--- src/hdl/entity_text_reformatter_top_defines.svh ---
// ----------------------------------------------------------------------------
// Entity text reformatter: assertion macros
// Shared assertion forms, clocked on i_clk and disabled while i_rst_n is low.
// ----------------------------------------------------------------------------
`ifndef ENTITY_TEXT_REFORMATTER_TOP_DEFINES_SVH
`define ENTITY_TEXT_REFORMATTER_TOP_DEFINES_SVH

// The consequent must hold in the same cycle as the antecedent.
`define ETR_ASSERT_SAME(name, ante, cons) \
    name: assert property (@(posedge i_clk) disable iff (!i_rst_n) (ante) |-> (cons)) \
        else $error("assertion failed: same-cycle implication");

// The consequent must hold in the cycle after the antecedent.
`define ETR_ASSERT_NEXT(name, ante, cons) \
    name: assert property (@(posedge i_clk) disable iff (!i_rst_n) (ante) |=> (cons)) \
        else $error("assertion failed: next-cycle implication");

`endif

--- src/hdl/etr_pkg.sv ---
// ----------------------------------------------------------------------------
// Entity text reformatter: package
// Shared types, character constants, status codes and register indexes.
// ----------------------------------------------------------------------------
package etr_pkg;

    localparam int MAX_INDENT = 4;
    localparam int INDENT_CAP = (MAX_INDENT < 4) ? MAX_INDENT : 4;
    localparam int RUN_MAX    = 5;

    localparam logic [7:0] CH_NUL   = 8'd0;
    localparam logic [7:0] CH_TAB   = 8'd9;
    localparam logic [7:0] CH_LF    = 8'd10;
    localparam logic [7:0] CH_CR    = 8'd13;
    localparam logic [7:0] CH_SPACE = 8'd32;
    localparam logic [7:0] CH_QUOTE = 8'd34;
    localparam logic [7:0] CH_OPEN  = 8'd123;
    localparam logic [7:0] CH_CLOSE = 8'd125;

    localparam logic [2:0] ERR_OK       = 3'd0;
    localparam logic [2:0] ERR_OPEN     = 3'd1;
    localparam logic [2:0] ERR_QUOTE    = 3'd2;
    localparam logic [2:0] ERR_CLOSE    = 3'd3;
    localparam logic [2:0] ERR_NO_DATA  = 3'd4;

    localparam logic [1:0] REG_INDENT     = 2'd0;
    localparam logic [1:0] REG_CRLF       = 2'd1;
    localparam logic [1:0] REG_TERMINATOR = 2'd2;

    localparam logic [2:0] RST_INDENT     = 3'd2;
    localparam logic       RST_CRLF       = 1'b1;
    localparam logic       RST_TERMINATOR = 1'b0;

    typedef struct packed {
        logic [2:0] indent;
        logic       crlf;
        logic       term;
    } t_cfg;

    typedef struct packed {
        logic [RUN_MAX-1:0][7:0] bytes;
        logic [2:0]              count;
        logic                    status;
        logic [2:0]              err;
        logic [15:0]             line;
    } t_run;

endpackage

--- src/hdl/etr_parse.sv ---
// ----------------------------------------------------------------------------
// Entity text reformatter: parser
// Holds the parse state and turns one accepted byte into a run of results.
// ----------------------------------------------------------------------------
module etr_parse (
    input  logic          i_clk,
    input  logic          i_rst_n,
    input  logic          i_accept,
    input  logic [7:0]    i_in_byte,
    input  logic          i_in_end,
    input  etr_pkg::t_cfg i_cfg,
    output etr_pkg::t_run o_run
);
    import etr_pkg::*;

    typedef enum logic [2:0] {
        PH_OPEN, PH_KEY_Q, PH_KEY, PH_VAL_Q, PH_VAL, PH_CLOSE
    } t_phase;

    t_phase      r_phase, n_phase;
    logic [15:0] r_line, n_line;
    logic        r_seen, n_seen;
    logic        r_done, n_done;
    t_run        v_run;
    logic        w_ended;
    logic        w_space;
    logic [2:0]  w_indent;

    function automatic t_run f_put(input t_run r, input logic [7:0] b);
        t_run o;
        o = r;
        o.bytes[o.count] = b;
        o.count = o.count + 3'd1;
        return o;
    endfunction

    function automatic t_run f_status(input t_run r, input logic [2:0] e,
                                      input logic [15:0] l);
        t_run o;
        o = f_put(r, CH_NUL);
        o.status = 1'b1;
        o.err = e;
        o.line = l;
        return o;
    endfunction

    function automatic t_run f_newline(input t_run r, input logic crlf);
        t_run o;
        o = r;
        if (crlf) begin
            o = f_put(o, CH_CR);
        end
        o = f_put(o, CH_LF);
        return o;
    endfunction

    function automatic t_run f_key(input t_run r, input logic [2:0] n);
        t_run o;
        o = r;
        for (int i = 0; i < 4; i++) begin
            if (3'(i) < n) begin
                o = f_put(o, CH_SPACE);
            end
        end
        o = f_put(o, CH_QUOTE);
        return o;
    endfunction

    assign w_ended  = i_in_end || (i_in_byte == CH_NUL);
    assign w_space  = (i_in_byte == CH_SPACE) || (i_in_byte >= CH_TAB && i_in_byte <= CH_CR);
    assign w_indent = (i_cfg.indent > 3'(INDENT_CAP)) ? 3'(INDENT_CAP) : i_cfg.indent;

    always_comb begin
        v_run   = '0;
        n_phase = r_phase;
        n_line  = r_line;
        n_seen  = r_seen;
        n_done  = r_done;
        if (!r_done) begin
            if (w_ended) begin
                n_done  = 1'b1;
                n_phase = PH_OPEN;
                unique case (r_phase)
                    PH_OPEN: begin
                        if (!r_seen && !i_cfg.term) begin
                            v_run = f_status(v_run, ERR_NO_DATA, r_line);
                        end else begin
                            if (i_cfg.term) begin
                                v_run = f_put(v_run, CH_NUL);
                            end
                            v_run = f_status(v_run, ERR_OK, r_line);
                        end
                    end
                    PH_CLOSE: v_run = f_status(v_run, ERR_CLOSE, r_line);
                    default:  v_run = f_status(v_run, ERR_QUOTE, r_line);
                endcase
            end else begin
                if (i_in_byte == CH_LF && r_line != 16'hFFFF) begin
                    n_line = r_line + 16'd1;
                end
                unique case (r_phase)
                    PH_OPEN: begin
                        if (!w_space) begin
                            if (i_in_byte == CH_OPEN) begin
                                v_run   = f_put(v_run, CH_OPEN);
                                v_run   = f_newline(v_run, i_cfg.crlf);
                                n_seen  = 1'b1;
                                n_phase = PH_KEY_Q;
                            end else begin
                                v_run  = f_status(v_run, ERR_OPEN, n_line);
                                n_done = 1'b1;
                            end
                        end
                    end
                    PH_KEY_Q: begin
                        if (!w_space) begin
                            if (i_in_byte == CH_QUOTE) begin
                                v_run   = f_key(v_run, w_indent);
                                n_phase = PH_KEY;
                            end else begin
                                v_run  = f_status(v_run, ERR_QUOTE, n_line);
                                n_done = 1'b1;
                            end
                        end
                    end
                    PH_KEY: begin
                        if (i_in_byte == CH_QUOTE) begin
                            v_run   = f_put(v_run, CH_QUOTE);
                            v_run   = f_put(v_run, CH_SPACE);
                            n_phase = PH_VAL_Q;
                        end else begin
                            v_run = f_put(v_run, i_in_byte);
                        end
                    end
                    PH_VAL_Q: begin
                        if (!w_space) begin
                            if (i_in_byte == CH_QUOTE) begin
                                v_run   = f_put(v_run, CH_QUOTE);
                                n_phase = PH_VAL;
                            end else begin
                                v_run  = f_status(v_run, ERR_QUOTE, n_line);
                                n_done = 1'b1;
                            end
                        end
                    end
                    PH_VAL: begin
                        if (i_in_byte == CH_QUOTE) begin
                            v_run   = f_put(v_run, CH_QUOTE);
                            v_run   = f_newline(v_run, i_cfg.crlf);
                            n_phase = PH_CLOSE;
                        end else begin
                            v_run = f_put(v_run, i_in_byte);
                        end
                    end
                    PH_CLOSE: begin
                        if (!w_space) begin
                            if (i_in_byte == CH_QUOTE) begin
                                v_run   = f_key(v_run, w_indent);
                                n_phase = PH_KEY;
                            end else if (i_in_byte == CH_CLOSE) begin
                                v_run   = f_put(v_run, CH_CLOSE);
                                v_run   = f_newline(v_run, i_cfg.crlf);
                                n_phase = PH_OPEN;
                            end else begin
                                v_run  = f_status(v_run, ERR_CLOSE, n_line);
                                n_done = 1'b1;
                            end
                        end
                    end
                    default: n_phase = PH_OPEN;
                endcase
            end
        end
    end

    assign o_run = v_run;

    always_ff @(posedge i_clk) begin
        if (!i_rst_n) begin
            r_phase <= PH_OPEN;
            r_line  <= '0;
            r_seen  <= 1'b0;
            r_done  <= 1'b0;
        end else if (i_accept) begin
            r_phase <= n_phase;
            r_line  <= n_line;
            r_seen  <= n_seen;
            r_done  <= n_done;
        end
    end

endmodule

--- src/hdl/etr_drain.sv ---
// ----------------------------------------------------------------------------
// Entity text reformatter: result register
// Holds one run of results and hands out one per cycle unless stalled.
// ----------------------------------------------------------------------------
module etr_drain (
    input  logic          i_clk,
    input  logic          i_rst_n,
    input  logic          i_in_valid,
    output logic          o_in_stall,
    output logic          o_accept,
    input  etr_pkg::t_run i_run,
    output logic          o_out_valid,
    input  logic          i_out_stall,
    output logic [7:0]    o_out_byte,
    output logic          o_out_is_status,
    output logic [2:0]    o_out_error,
    output logic [15:0]   o_out_line,
    output logic          o_out_last
);
    import etr_pkg::*;
    `include "entity_text_reformatter_top_defines.svh"

    logic [RUN_MAX-1:0][7:0] r_bytes;
    logic [2:0]              r_cnt;
    logic                    r_status;
    logic [2:0]              r_err;
    logic [15:0]             r_line;
    logic                    w_take;
    logic                    w_final;

    assign o_out_valid     = (r_cnt != 3'd0);
    assign w_take          = o_out_valid && !i_out_stall;
    assign o_in_stall      = (r_cnt > 3'd1) || ((r_cnt == 3'd1) && i_out_stall);
    assign o_accept        = i_in_valid && !o_in_stall;
    assign w_final         = (r_cnt == 3'd1);
    assign o_out_byte      = r_bytes[0];
    assign o_out_is_status = r_status && w_final;
    assign o_out_error     = o_out_is_status ? r_err : ERR_OK;
    assign o_out_line      = o_out_is_status ? r_line : 16'd0;
    assign o_out_last      = w_final;

    always_ff @(posedge i_clk) begin
        if (!i_rst_n) begin
            r_cnt <= '0;
        end else if (o_accept) begin
            r_cnt <= i_run.count;
        end else if (w_take) begin
            r_cnt <= r_cnt - 3'd1;
        end
    end

    always_ff @(posedge i_clk) begin
        if (o_accept) begin
            r_bytes  <= i_run.bytes;
            r_status <= i_run.status;
            r_err    <= i_run.err;
            r_line   <= i_run.line;
        end else if (w_take) begin
            r_bytes <= r_bytes >> 8;
        end
    end

    `ETR_ASSERT_SAME(a_multi_stalls, r_cnt > 3'd1, o_in_stall)
    `ETR_ASSERT_SAME(a_status_last, o_out_valid && o_out_is_status, o_out_last)
    `ETR_ASSERT_NEXT(a_drain_step, w_take && !o_accept, r_cnt == $past(r_cnt) - 3'd1)
    `ETR_ASSERT_SAME(a_run_bound, 1'b1, r_cnt <= 3'(RUN_MAX))

endmodule

--- src/hdl/entity_text_reformatter_top.sv ---
// ----------------------------------------------------------------------------
// Entity text reformatter: top level
// Reformats entity text into canonical form, one input byte per transfer.
//
//   Channel | Direction | Handshake              | Payload
//   --------+-----------+------------------------+------------------------------
//   input   | in        | i_in_valid, o_in_stall | i_in_byte, i_in_end
//   output  | out       | o_out_valid, i_out_stall | byte, status, error, line, last
//   config  | in        | APB psel/penable       | three registers at 0, 4, 8
//
// An input byte is parsed in the cycle it is accepted; its results appear in
// the result register on the next cycle and leave one per cycle unless stalled.
// A byte causes at most five results.
// Input is stalled while more than one result of the previous byte remains,
// or while its last result is held by an output stall.
// Reset is synchronous and active low; no clearing pass is needed.
// ----------------------------------------------------------------------------
module entity_text_reformatter_top (
    input  logic        i_clk,
    input  logic        i_rst_n,
    input  logic        i_in_valid,
    output logic        o_in_stall,
    input  logic [7:0]  i_in_byte,
    input  logic        i_in_end,
    output logic        o_out_valid,
    input  logic        i_out_stall,
    output logic [7:0]  o_out_byte,
    output logic        o_out_is_status,
    output logic [2:0]  o_out_error,
    output logic [15:0] o_out_line,
    output logic        o_out_last,
    input  logic        psel,
    input  logic        penable,
    input  logic        pwrite,
    input  logic [3:0]  paddr,
    input  logic [31:0] pwdata,
    output logic [31:0] prdata,
    output logic        pready
);
    import etr_pkg::*;

    t_cfg r_cfg;
    t_run w_run;
    logic w_accept;
    logic w_wr;

    assign pready = 1'b1;
    assign w_wr   = psel && penable && pwrite;

    always_ff @(posedge i_clk) begin
        if (!i_rst_n) begin
            r_cfg.indent <= RST_INDENT;
            r_cfg.crlf   <= RST_CRLF;
            r_cfg.term   <= RST_TERMINATOR;
        end else if (w_wr) begin
            unique case (paddr[3:2])
                REG_INDENT:     r_cfg.indent <= pwdata[2:0];
                REG_CRLF:       r_cfg.crlf   <= pwdata[0];
                REG_TERMINATOR: r_cfg.term   <= pwdata[0];
                default: ;
            endcase
        end
    end

    always_comb begin
        prdata = '0;
        unique case (paddr[3:2])
            REG_INDENT:     prdata = {29'd0, r_cfg.indent};
            REG_CRLF:       prdata = {31'd0, r_cfg.crlf};
            REG_TERMINATOR: prdata = {31'd0, r_cfg.term};
            default:        prdata = '0;
        endcase
    end

    etr_parse u_parse (
        .i_clk     (i_clk),
        .i_rst_n   (i_rst_n),
        .i_accept  (w_accept),
        .i_in_byte (i_in_byte),
        .i_in_end  (i_in_end),
        .i_cfg     (r_cfg),
        .o_run     (w_run)
    );

    etr_drain u_drain (
        .i_clk           (i_clk),
        .i_rst_n         (i_rst_n),
        .i_in_valid      (i_in_valid),
        .o_in_stall      (o_in_stall),
        .o_accept        (w_accept),
        .i_run           (w_run),
        .o_out_valid     (o_out_valid),
        .i_out_stall     (i_out_stall),
        .o_out_byte      (o_out_byte),
        .o_out_is_status (o_out_is_status),
        .o_out_error     (o_out_error),
        .o_out_line      (o_out_line),
        .o_out_last      (o_out_last)
    );

endmodule
--- config.mk ---
export PLATFORM = sky130hd
export DESIGN_NAME = entity_text_reformatter_top
export DESIGN_NICKNAME = d
export VERILOG_FILES = /design/src/hdl/etr_pkg.sv /design/src/hdl/etr_parse.sv /design/src/hdl/etr_drain.sv /design/src/hdl/entity_text_reformatter_top.sv
export VERILOG_INCLUDE_DIRS = /design/src /design/src/hdl
export SDC_FILE = /design/constraint.sdc
export NUM_CORES = 1
export LEC_CHECK = 0
export ABC_AREA = 1
export ABC_CLOCK_PERIOD_IN_PS = 3700
export BUFFER_PORTS_ARGS = -buffer_cell sky130_fd_sc_hd__buf_4
export CORE_UTILIZATION = 40
export CTS_BUF_LIST = sky130_fd_sc_hd__clkbuf_4 sky130_fd_sc_hd__clkbuf_8
export DETAILED_ROUTE_END_ITERATION = 10
export PLACE_DENSITY = 0.66
export SLEW_MARGIN = 20
export SYNTH_ARGS = -nofsm -noshare
export SYNTH_HDL_FRONTEND = slang
export SYNTH_HIERARCHICAL = 1
export SYNTH_SLANG_ARGS = --single-unit
--- constraint.sdc ---
create_clock -name i_clk -period 3.7 [get_ports i_clk]
set_input_delay 0.37 -clock i_clk [delete_from_list [all_inputs] [get_ports i_clk]]
set_output_delay 0.37 -clock i_clk [all_outputs]
set_load 0.1 [all_outputs]
* Word level (Yosys, flattened, before mapping)
Cells that the tools add are included.
** Word-level totals
- Register bits after elaboration :: 89
- Latch bits :: 0
- Memory bits (read-only) :: 0
- RAM bits :: 0
- Input port bits :: 52
- Logic and storage cells :: 304
- Memories :: 0
** Cells by class
- Multiply operators :: 0
- Reductions and logical operators :: 40
- Div/mod/pow operators :: 0
- Magnitude comparators :: 32
- Multiplexer cells :: 140
- Bitwise gates (word level) :: 38
- Shifts and indexed selects :: 0
- Eq/ne operators :: 24
- Add/sub/neg operators :: 14
** Operators by type and width (count)
- 2-to-1 mux 63 bit :: 75
- one-hot mux 63 bit (6 select lines) :: 1
- demux 8 bit (select 3 bit) :: 12
- AND 35 bit :: 6
- NOT 35 bit :: 6
- AND 30 bit :: 5
- NOT 30 bit :: 5
- one-hot mux 63 bit (2 select lines) :: 1
- 2-to-1 mux 35 bit :: 3
- 2-to-1 mux 8 bit :: 12
- 2-to-1 mux 40 bit :: 2
- 2-to-1 mux 29 bit :: 2
- bitwise OR 10 bit :: 5
- < comparator 3 x 4 -> 1 bit (second input constant) :: 12
- 2-to-1 mux 3 bit :: 16
- AND 40 bit :: 1
- NOT 40 bit :: 1
- 2-to-1 mux 37 bit :: 1
- adder 3 x 1 -> 3 bit (second input constant) :: 12
- greater-or-equal comparator 3 x 1 -> 1 bit (second input constant) :: 12
- 2-to-1 mux 16 bit :: 2
- bitwise OR 5 bit :: 6
- logical AND 1 bit :: 21
- 2-to-1 mux 21 bit :: 1
- other kinds (37) :: 68

* Longest topological paths before layout
Gate-level depths: netlist of run 1.
- Depth after elaboration :: 57
- Depth in mapped cells :: 15
- Depth with buffers taken out :: 13

* Cells and area by module
Netlist of run 1, hierarchy kept.
** Modules (own cells, without submodules)
- etr_drain :: cells each 271, area an instance 2807.7 sq um, instances 1, sequential area each 1861.8 sq um
- etr_parse :: cells each 502, area an instance 2798.9 sq um, instances 1, sequential area each 420.4 sq um
- entity_text_reformatter_top :: cells each 77, area an instance 523.0 sq um, instances 1, sequential area each 100.1 sq um

* Worst setup path after synthesis of run 1
Ideal clock, no wire load.
- Path type :: reg2out
- From :: register u_drain.r_cnt[0]
- To :: output o_out_line[10]
- Setup slack :: -0.327 ns
- Cell stages (with the launch flop) :: 7
- Data arrival time :: 3.657 ns
- Data required time :: 3.330 ns
- Buffers on the path :: 1
- Cell sequence :: dfxtp_1 -> ha_1 -> inv_1 -> nor2_1 -> nand2_1 -> buf_2 -> nor2_1
** Between the ends
- Cells in the longest elaborated chain, start to end :: 3
** Ends and longest elaborated chain
- start, declared :: line etr_drain.sv:24 : logic [2:0] r_cnt;
- start signal, assigned :: line etr_drain.sv:46 : r_cnt <= i_run.count;
- start signal, assigned :: line etr_drain.sv:48 : r_cnt <= r_cnt - 3'd1;
- == test 3 x 1 -> 1 bit :: line etr_drain.sv:35 : assign w_final = (r_cnt == 3'd1);
- net o_out_last :: line entity_text_reformatter_top.sv:31 : output logic o_out_last,
- logical AND 1 bit :: line etr_drain.sv:37 : assign o_out_is_status = r_status && w_final;
- 2-to-1 mux 16 bit :: line etr_drain.sv:39 : assign o_out_line = o_out_is_status ? r_line : 16'd0;
- end, declared :: line entity_text_reformatter_top.sv:30 : output logic [15:0] o_out_line,
The timed path passes the listed nets, and every way through them passes these cells.

* Final worst setup path of run 1
- From :: register u_drain.r_cnt[0]
- To :: output o_out_line[9]
** Between the ends
- Cells in the longest elaborated chain, start to end :: 3
** Ends and longest elaborated chain (line)
- == test 3 x 1 -> 1 bit :: etr_drain.sv:35
- logical AND 1 bit :: etr_drain.sv:37
- 2-to-1 mux 16 bit :: etr_drain.sv:39
No other way between the ends.

==> flow_metrics.env, run 1 <==
export IMPL_hp_class="in2reg"
export IMPL_routed_wl_um=12600
export IMPL_via_per_inst=4.68
export IMPL_final_common_cell="nand2_1"
export IMPL_hold_buffers=0
export IMPL_dp_slack_ps=1240
export IMPL_num_vias=5012
export IMPL_outcome="finished, final reports clean"
export IMPL_clkPwrFrac_pct=13.2
export IMPL_final_cell_mix="nand2_1 (246), nor2_1 (111), inv_1 (101)"
export IMPL_grt_usage_pct=16.8
export IMPL_crit_required_ps=3330
export IMPL_yosysTopAreaCell="edfxtp_1"
export IMPL_synth_top_area_share_pct=29.4
export IMPL_die_h_um=126
export IMPL_worstPathArrival_ps=2340
export IMPL_yosysSeqAreaShare_pct=38.9
export IMPL_ctsResizeCount=0
export IMPL_gr_usage_met3_pct=3.48
export IMPL_antenna_cells=0
export IMPL_synth_cell_types=38
export IMPL_clk_insertion_delay_late_ps=370
export IMPL_clk_pin_slew_ps=80
export IMPL_cp_start_kind="register"
export IMPL_drt_iter0_drc=318
export IMPL_cts_tree="built"
export IMPL_final_nets=942
export IMPL_grt_max_degree=53
export IMPL_power_frac_comb_pct=49.4
export IMPL_critPathLaunch="u_drain/r_cnt[0]$_SDFFE_PN0P_"
export IMPL_rr_startpoint="u_drain/r_cnt[1]$_SDFFE_PN0P_"
export IMPL_rr_worst_depth=11
export IMPL_endpoint_kind="primary output"
export IMPL_grt_remaining_overflow=0
export IMPL_drtPass1Iterations=5
export IMPL_dp_hpwl_um=9070
export IMPL_post_drt_wl_per_cell_um=11.8
export IMPL_fin_setup_tns_ps=0
export IMPL_max_cap_violations=0
export IMPL_antenna_found_initial=0
export IMPL_fmax_ghz=0.369
export IMPL_power_density_nw_per_um2=713
export IMPL_syn_cell_area_um2=6130
export IMPL_cts_setup_buffers=0
export IMPL_io_buffers=54
export IMPL_drv_slew=0
export IMPL_multi_input_area_um2=2880
export IMPL_power_switching_mw=2.31
export IMPL_core_area_um2=14800
export IMPL_clockBufferDepth=2
export IMPL_fill_cells=1517
export IMPL_synth_seq_cells=89
export IMPL_switching_share_pct=49.7
export IMPL_row_count=44
export IMPL_ir_drop_mv=0.431
export IMPL_busiest_layer="met1"
export IMPL_ant_nets=0
export IMPL_die_w_um=126
export IMPL_setup_violations=0
export IMPL_instances_no_fill=1072
export IMPL_initial_core_util_pct=41.5
export IMPL_p_int_mw=2.34
export IMPL_dieArea_um2=15800
export IMPL_worst_setup_path_type="reg2out"
export IMPL_cts_sinks=89
export IMPL_regArea_um2=2380
export IMPL_fin_worst_skew_ps=6.96
export IMPL_grt_pass1_wl_um=21200
export IMPL_grt_pass1_vias=4283
export IMPL_cts_buffers=9
export IMPL_worst_pin_slew_ps=690
export IMPL_cts_root_buf="clkbuf_8"
export IMPL_use_met2_pct=24.2
export IMPL_synth_area_top_cells="edfxtp_1 (29%), nand2_1 (15%), dfxtp_1 (9.5%)"
export IMPL_min_path_cells=3
export IMPL_avgSynthCellArea_um2=7.21
export IMPL_p_seq_share_pct=37.4
export IMPL_routabilityCongestion=0.871
export IMPL_yosysWarnings=6
export IMPL_rsz0062_at_grt="no"
export IMPL_htreeDepth=3
export IMPL_path_max_fanout=20
export IMPL_timing_hold_violations_final=0
export IMPL_drive_gt1_share_pct=15.0
export IMPL_layout_min_cycle_time_ps=2710
export IMPL_met1_usage_pct=24.6
export IMPL_slew_headroom_pct=53.9
export IMPL_rrSetupSlack_ps=1270
export IMPL_synthCells=850
export IMPL_endpoint="o_out_line[9]"
export IMPL_finalWorstSetupSlack_ps=989
export IMPL_finalCritPeriodShare_pct=73.3
export IMPL_area_growth_syn_to_layout_pct=6.59
export IMPL_r2r_end="u_parse/r_phase[2]$_SDFFE_PN0P_"
export IMPL_dp_cells=1056
export IMPL_leakagePower_nw=3.00
export IMPL_drc=0
export IMPL_whs_ps=212
export IMPL_boundaryPins=116
==> logic make-up (layout without fill, tap and decap cells) <==
group / Yosys count / in the layout / synth area share, %
other cells: 3 / 50 / 0.184
xor+xnor: 6 / 6 / 0.857
compound gates: 88 / 88 / 8.59
fa+ha+maj: 7 / 7 / 1.43
flops: 89 / 89 / 38.9
simple gates: 459 / 459 / 32.9
buf+inv: 198 / 189 / 17.1
==> flip-flops by register name (all words and copies together), names as in the netlist <==
name	count
u_drain/r_line	16
u_drain/r_cnt	3
r_cfg	5
u_parse/r_done	1
u_parse/r_line	16
u_drain/o_out_byte	8
u_parse/r_phase	3
u_drain/r_status	1
u_parse/r_seen	1
u_drain/r_bytes	32
u_drain/r_err	3
==> per-layer routing <==
metal	up-vias	routed length, um	share of wire, %
met1	2223	6580	52
li1	2635	-	-
met5	-	0	0
met2	142	5180	41
met4	0	207	1.6
met3	12	654	5.2
==> cells in the mapped netlist, drive strengths merged <==
library cell and number:
o31ai 2, nand2 260, inv 114, ha 7, o21bai 1, nand4 14
o211ai 3, conb 3, nor2 131, o21ai 33, xnor2 1, buf 81
edfxtp 60, xor2 5, nor4 1, nor3 4, a21oi 44, or2 2
clkbuf 3, a31oi 5, nand3 47, dfxtp 29
==> critical path, cell delays in order, from the launching register on <==
cell,delay [ps]
dfxtp_1,450
ha_1,250
inv_1,110
nor2_2,140
nand2_1,420
nor2_1,270
buf_4,320
==> layout make-up <==
class                           instances  area share (%)
Multi-Input combinational cell        610            44.0
Sequential cell                        89            36.5
Timing Repair Buffer                   59            6.78
Inverter                              114            6.55
Tap cell                              184            3.52
Clock buffer                           12            2.34
Clock inverter                          4           0.326
==> power by group through the flow <==
stage                     Clock [mW]  Combinational, mW  Sequential [mW]
after global routing           0.673               2.50             1.78
after detailed placement           0               2.32             1.76
after CTS                      0.639               2.32             1.74
after global placement             0               2.30             1.75
final                          0.615               2.30             1.74
after floorplan                    0               2.04             1.73
==> metrics by stage <==
stage	total power, mW	area, um2	util [%]
finish	4.66	6530	44.3
CTS	4.70	6530	44.3
detailed placement	4.08	6360	43.1
global route	4.96	6530	44.3
floorplan	3.77	6310	-
global placement	4.05	6360	43.1
==> worst min path at each step <==
stage / from / endpoint
6_report: pwdata[1] / r_cfg[3]$_SDFFE_PN1P_
5_1_grt: pwdata[1] / r_cfg[3]$_SDFFE_PN1P_
4_1_cts: pwdata[1] / r_cfg[3]$_SDFFE_PN1P_
3_5_place_dp: u_parse/r_seen$_SDFFE_PN0P_ / u_parse/r_seen$_SDFFE_PN0P_
3_3_place_gp: u_parse/r_seen$_SDFFE_PN0P_ / u_parse/r_seen$_SDFFE_PN0P_
2_1_floorplan: u_parse/r_seen$_SDFFE_PN0P_ / u_parse/r_seen$_SDFFE_PN0P_
No activity file was read; power rests on OpenSTA's default activity.
==> inputs of run 2 (changes only) <==
--- a/config.mk
+++ b/config.mk
@@ -7,7 +7,7 @@
 export NUM_CORES = 1
 export LEC_CHECK = 0
 export ABC_AREA = 1
-export ABC_CLOCK_PERIOD_IN_PS = 3700
+export ABC_CLOCK_PERIOD_IN_PS = 2760
 export BUFFER_PORTS_ARGS = -buffer_cell sky130_fd_sc_hd__buf_4
 export CORE_UTILIZATION = 40
 export CTS_BUF_LIST = sky130_fd_sc_hd__clkbuf_4 sky130_fd_sc_hd__clkbuf_8
==> constraint.sdc (replaced) <==
create_clock -name i_clk -period 2.76 [get_ports i_clk]
set_input_delay 0.276 -clock i_clk [delete_from_list [all_inputs] [get_ports i_clk]]
set_output_delay 0.276 -clock i_clk [all_outputs]
set_load 0.1 [all_outputs]
==> flow_metrics.env, run 2 (synthesized netlist as in run 1, its figures left out) <==
export IMPL_outcome="finished, final reports clean"
export IMPL_ctsResizeCount=0
export IMPL_worst_pin_slew_ps=589
export IMPL_rsz0062_at_grt="no"
export IMPL_ir_drop_mv=0.549
export IMPL_largest_reg_flops=32
export IMPL_r2r_end="u_parse/r_line[15]$_SDFFE_PN0P_"
export IMPL_drtPass1Iterations=4
export IMPL_area_growth_syn_to_layout_pct=8.29
export IMPL_antenna_found_initial=0
export IMPL_via_per_inst=4.68
export IMPL_cp_cell_sequence="ha_1 -> inv_1 -> nor2_4 -> nand2_1 -> buf_4 -> nor2_2 -> buf_4"
export IMPL_leakagePower_nw=3.01
export IMPL_cts_sinks=89
export IMPL_io_buffers=54
export IMPL_grt_pass1_vias=4334
export IMPL_finalCritPeriodShare_pct=83.6
export IMPL_clk_pin_slew_ps=90
export IMPL_max_cap_violations=0
export IMPL_cp_start_kind="register"
export IMPL_dieArea_um2=15800
export IMPL_final_nets=944
export IMPL_fmax_ghz=0.433
export IMPL_rr_startpoint="u_drain/r_cnt[1]$_SDFFE_PN0P_"
export IMPL_finalWorstSetupSlack_ps=451
export IMPL_cp_top_family="buffers and inverters"
export IMPL_grt_remaining_overflow=0
export IMPL_drv_slew=0
export IMPL_path_max_fanout=20
export IMPL_whs_ps=126
export IMPL_routed_wl_um=12500
export IMPL_routabilityCongestion=0.877
export IMPL_num_vias=5030
export IMPL_worst_setup_path_type="reg2out"
export IMPL_fill_cells=1473
export IMPL_ant_nets=0
export IMPL_cts_buffers=9
export IMPL_grt_pass1_wl_um=21000
export IMPL_core_area_um2=14800
export IMPL_critPathBufInv=3
export IMPL_initial_core_util_pct=41.5
export IMPL_htreeDepth=3
export IMPL_drt_iter0_drc=425
export IMPL_crit_path_max_incr_delay_ps=450
export IMPL_drc=0
export IMPL_boundaryPins=116
export IMPL_setup_violations=0
export IMPL_cts_root_buf="clkbuf_8"
export IMPL_dp_slack_ps=580
export IMPL_grt_max_degree=53
export IMPL_grt_usage_pct=16.6
export IMPL_layout_min_cycle_time_ps=2310
export IMPL_critPathLaunch="u_drain/r_cnt[0]$_SDFFE_PN0P_"
export IMPL_antenna_cells=0
export IMPL_endpoint="o_out_line[4]"
export IMPL_fin_setup_tns_ps=0
export IMPL_timing_hold_violations_final=0
export IMPL_final_common_cell="nand2_1"
export IMPL_final_cell_mix="nand2_1 (245), inv_1 (101), nor2_1 (92)"
export IMPL_rrSetupSlack_ps=600
export IMPL_post_drt_wl_per_cell_um=11.7
export IMPL_clk_insertion_delay_late_ps=370
export IMPL_cts_tree="built"
export IMPL_cts_setup_buffers=0
export IMPL_die_h_um=126
export IMPL_fin_worst_skew_ps=7.25
export IMPL_hp_class="in2reg"
export IMPL_power_density_nw_per_um2=971
export IMPL_final_util_pct=45.0
export IMPL_hold_buffers=0
export IMPL_endpoint_kind="primary output"
export IMPL_rr_worst_depth=11
export IMPL_clockBufferDepth=2
export IMPL_cp_slowest_cell="dfxtp_1"
export IMPL_row_count=44
export IMPL_path_common_cell="buf_4"
export IMPL_reg_top3="u_drain/r_bytes (32), u_drain/r_line (16), u_parse/r_line (16)"
export IMPL_crit_required_ps=2480
export IMPL_drive_gt1_share_pct=17.1
export IMPL_worstPathArrival_ps=2030
export IMPL_die_w_um=126
export IMPL_dp_hpwl_um=9120
export IMPL_slew_headroom_pct=60.7
export IMPL_top_register="u_drain/r_bytes"
export IMPL_crit_cells=7
run 2: cell count changes in the layout (fill, tap and decap cells not counted):
| cell | change |
|---|---|
| clkinvlp_4 | -1 |
| nor2_1 | -19 |
| clkinv_1 | +3 |
| buf_4 | +2 |
| clkbuf_8 | -1 |
| clkinv_2 | -2 |
| nor2_4 | +1 |
| clkbuf_4 | -2 |
| nand2_1 | -1 |
| bufinv_16 | +2 |
| nand2_2 | +1 |
| inv_6 | +1 |
| nor2_2 | +18 |
run 2: cell type report:
| type | instances | area [um2] | share of cell area, % |
|---|---|---|---|
| multi-input cells | 610 | 2930 | 44.2 |
| inverters | 114 | 428 | 6.45 |
| clock inverters | 7 | 83.8 | 1.26 |
| clock buffers | 9 | 124 | 1.87 |
| flip-flops and latches | 89 | 2380 | 35.9 |
| well taps | 184 | 230 | 3.47 |
| repair buffers | 61 | 458 | 6.90 |
run 2: report_power, final:
part	leakage [nW]	internal [mW]	switching (mW)	total (mW)
logic	2.08	0.676	2.45	3.13
clock network	0.104	0.501	0.464	0.965
registers	0.828	2.12	0.228	2.35
run 2: tightest hold or removal path: stages:
cell and delay, ps:
buf_4 80, nand2_1 40, nand3_1 70
run 2: how the worst min path moves through the flow:
stage                                     start                     endpoint  depth (start not counted)
floorplan                               i_rst_n        r_cfg[1]$_SDFFE_PN1P_                          1
global placement    u_parse/r_seen$_SDFFE_PN0P_  u_parse/r_seen$_SDFFE_PN0P_                          2
detailed placement  u_parse/r_seen$_SDFFE_PN0P_  u_parse/r_seen$_SDFFE_PN0P_                          2
CTS                                   pwdata[1]        r_cfg[3]$_SDFFE_PN1P_                          3
global route                          pwdata[1]        r_cfg[3]$_SDFFE_PN1P_                          3
finish                                pwdata[1]        r_cfg[3]$_SDFFE_PN1P_                          3
run 2: metal layers:
metal / vias up / GRT usage (%) / part of all wire (%)
met5: - / 0 / 0
met4: 0 / 5.74 / 1.6
met3: 15 / 3.10 / 5.2
met2: 147 / 24.4 / 41
met1: 2229 / 24.3 / 52
li1: 2639 / - / -
run 2: through the flow:
step / power [mW] / area (um2) / instances
2_1_floorplan: 5.10 / 6360 / 897
3_3_place_gp: 5.49 / 6430 / 1058
3_5_place_dp: 5.53 / 6430 / 1058
4_1_cts: 6.50 / 6640 / 1074
5_1_grt: 6.86 / 6640 / 1074
6_report: 6.44 / 6640 / 1074
==> inputs of run 3 (changes only) <==
--- a/config.mk
+++ b/config.mk
@@ -7,12 +7,12 @@
 export NUM_CORES = 1
 export LEC_CHECK = 0
 export ABC_AREA = 1
-export ABC_CLOCK_PERIOD_IN_PS = 2760
+export ABC_CLOCK_PERIOD_IN_PS = 1900
 export BUFFER_PORTS_ARGS = -buffer_cell sky130_fd_sc_hd__buf_4
 export CORE_UTILIZATION = 40
 export CTS_BUF_LIST = sky130_fd_sc_hd__clkbuf_4 sky130_fd_sc_hd__clkbuf_8
 export DETAILED_ROUTE_END_ITERATION = 10
-export PLACE_DENSITY = 0.66
+export PLACE_DENSITY = 0.68
 export SLEW_MARGIN = 20
 export SYNTH_ARGS = -nofsm -noshare
 export SYNTH_HDL_FRONTEND = slang
==> constraint.sdc (replaced) <==
create_clock -name i_clk -period 1.9 [get_ports i_clk]
set_input_delay 0.19 -clock i_clk [delete_from_list [all_inputs] [get_ports i_clk]]
set_output_delay 0.19 -clock i_clk [all_outputs]
set_load 0.1 [all_outputs]
==> flow_metrics.env, run 3 (synthesized netlist as in run 1, its figures left out) <==
export IMPL_max_cap_violations=0
export IMPL_path_max_fanout=5
export IMPL_clk_pin_slew_ps=100
export IMPL_regArea_um2=2390
export IMPL_endpoint_kind="primary output"
export IMPL_rr_startpoint="u_drain/r_cnt[1]$_SDFFE_PN0P_"
export IMPL_finalCritPeriodShare_pct=103
export IMPL_final_common_cell="nand2_1"
export IMPL_post_drt_wl_per_cell_um=12.7
export IMPL_top_register="u_drain/r_bytes"
export IMPL_routabilityCongestion=0.907
export IMPL_io_buffers=54
export IMPL_routed_wl_um=14400
export IMPL_leakagePower_nw=3.43
export IMPL_cp_start_kind="register"
export IMPL_drc=0
export IMPL_ant_nets=0
export IMPL_cts_buffers=9
export IMPL_rsz0062_at_grt="yes"
export IMPL_grt_max_degree=53
export IMPL_ir_drop_mv=1.03
export IMPL_power_density_nw_per_um2=1370
export IMPL_initial_core_util_pct=41.5
export IMPL_clk_insertion_delay_late_ps=360
export IMPL_final_cell_mix="nand2_1 (242), inv_1 (98), nor2_1 (89), buf_4 (89), edfxtp_1 (60)"
export IMPL_drtPass1Iterations=6
export IMPL_final_nets=1002
export IMPL_switching_share_pct=48.1
export IMPL_die_h_um=126
export IMPL_whs_ps=41.0
export IMPL_power_frac_comb_pct=55.1
export IMPL_grt_pass1_wl_um=23100
export IMPL_setup_violations=19
export IMPL_multi_input_area_um2=3100
export IMPL_htreeDepth=3
export IMPL_p_int_mw=5.42
export IMPL_worstPathArrival_ps=1760
export IMPL_fin_setup_tns_ps=-438
export IMPL_grt_pass1_vias=4772
export IMPL_dp_hpwl_um=10100
export IMPL_cts_tree="built"
export IMPL_worst_setup_path_type="reg2out"
export IMPL_num_vias=5327
export IMPL_p_seq_share_pct=31.8
export IMPL_area_growth_syn_to_layout_pct=24.7
export IMPL_drv_slew=0
export IMPL_layout_min_cycle_time_ps=1950
export IMPL_boundaryPins=116
export IMPL_dp_cells=1107
export IMPL_dieArea_um2=15800
export IMPL_core_area_um2=14800
export IMPL_row_count=44
export IMPL_grt_usage_pct=18.3
export IMPL_fmax_ghz=0.513
export IMPL_via_per_inst=4.71
export IMPL_die_w_um=126
export IMPL_rrSetupSlack_ps=90
export IMPL_drt_iter0_drc=362
export IMPL_largest_reg_flops=32
export IMPL_finalWorstSetupSlack_ps=-49.0
export IMPL_timing_hold_violations_final=0
export IMPL_antenna_found_initial=0
export IMPL_power_switching_mw=5.03
export IMPL_grt_remaining_overflow=0
export IMPL_antenna_cells=0
export IMPL_fill_cells=1368
export IMPL_critPathLaunch="u_drain/r_cnt[1]$_SDFFE_PN0P_"
export IMPL_reg_top3="u_drain/r_bytes (32), u_drain/r_line (16), u_parse/r_line (16)"
export IMPL_min_from="pwdata[1]"
export IMPL_clockBufferDepth=2
export IMPL_clkPwrFrac_pct=13.1
export IMPL_instances_no_fill=1132
export IMPL_hp_class="in2reg"
export IMPL_violations="negative setup slack"
export IMPL_drive_gt1_share_pct=24.8
export IMPL_cts_sinks=89
export IMPL_outcome="complete, but fails checks"
export IMPL_fin_worst_skew_ps=11.5
export IMPL_cts_root_buf="clkbuf_8"
export IMPL_crit_required_ps=1710
## run 3: cell types whose count changed in the layout (fill, tap and decap cells not counted), sizes merged
cell,change
buf,+57
clkinvlp,+3
clkbuf,+1
bufinv,-1
clkinv,-2
## run 3: final cells by class
| cell class | instances | share of cell area [%] |
|---|---|---|
| flip-flops and latches | 89 | 31.3 |
| clock buffers | 9 | 1.62 |
| clock inverters | 7 | 1.03 |
| inverters | 114 | 5.81 |
| repair buffers | 119 | 16.6 |
| well taps | 184 | 3.01 |
| multi-input cells | 610 | 40.6 |
## run 3: power by group through the flow
stage                     Clock (mW)  Sequential [mW]  Combinational, mW
after CTS                       1.41             3.32               5.65
after floorplan                    0             3.37               4.34
final                           1.37             3.33               5.76
after global routing            1.48             3.39               6.15
after detailed placement           0             3.37               5.24
after global placement             0             3.35               5.19
## run 3: worst paths after layout
check,endpoint,cells after the start
worst min-delay path,r_cfg[3]$_SDFFE_PN1P_,3
worst min register to register,u_parse/r_seen$_SDFFE_PN0P_,2
worst max register to register,u_parse/r_phase[2]$_SDFFE_PN0P_,13
worst max-delay path,o_out_line[2],8
## run 3: per-layer routing
metal	vias to the layer above	wire length, um	global-route usage, %
li1	2755	-	-
met1	2381	6810	25.2
met2	173	6500	29.1
met3	18	794	2.76
met4	0	287	7.30
met5	-	0	0
## run 3: through the flow
step / total power [mW] / worst slack, ps / util, % / instance area (um2)
after floorplan: 7.71 / -295 / - / 6550
after global placement: 8.54 / 44.6 / 47.4 / 7000
after detailed placement: 8.61 / 27.8 / 47.4 / 7000
after CTS: 10.4 / -30.3 / 51.1 / 7540
after global routing: 11.0 / -114 / 51.8 / 7640
final: 10.5 / -49.0 / 51.8 / 7640
## run 3: what timing repair did
item	in CTS	in global routing
endpoints found under the setup margin	20	76
pin swaps	1	10
setup buffers	3	3
gates cloned	2	1
gates resized for setup	65	21
hold buffers	0	0
## run 3: worst max-delay path: stages (launching register included)
cell and delay, ps:
dfxtp_2 340, inv_4 60, ha_4 160, inv_4 40
nor2_4 150, nand2_4 140, clkbuf_16 200, nor2_4 110
buf_12 180
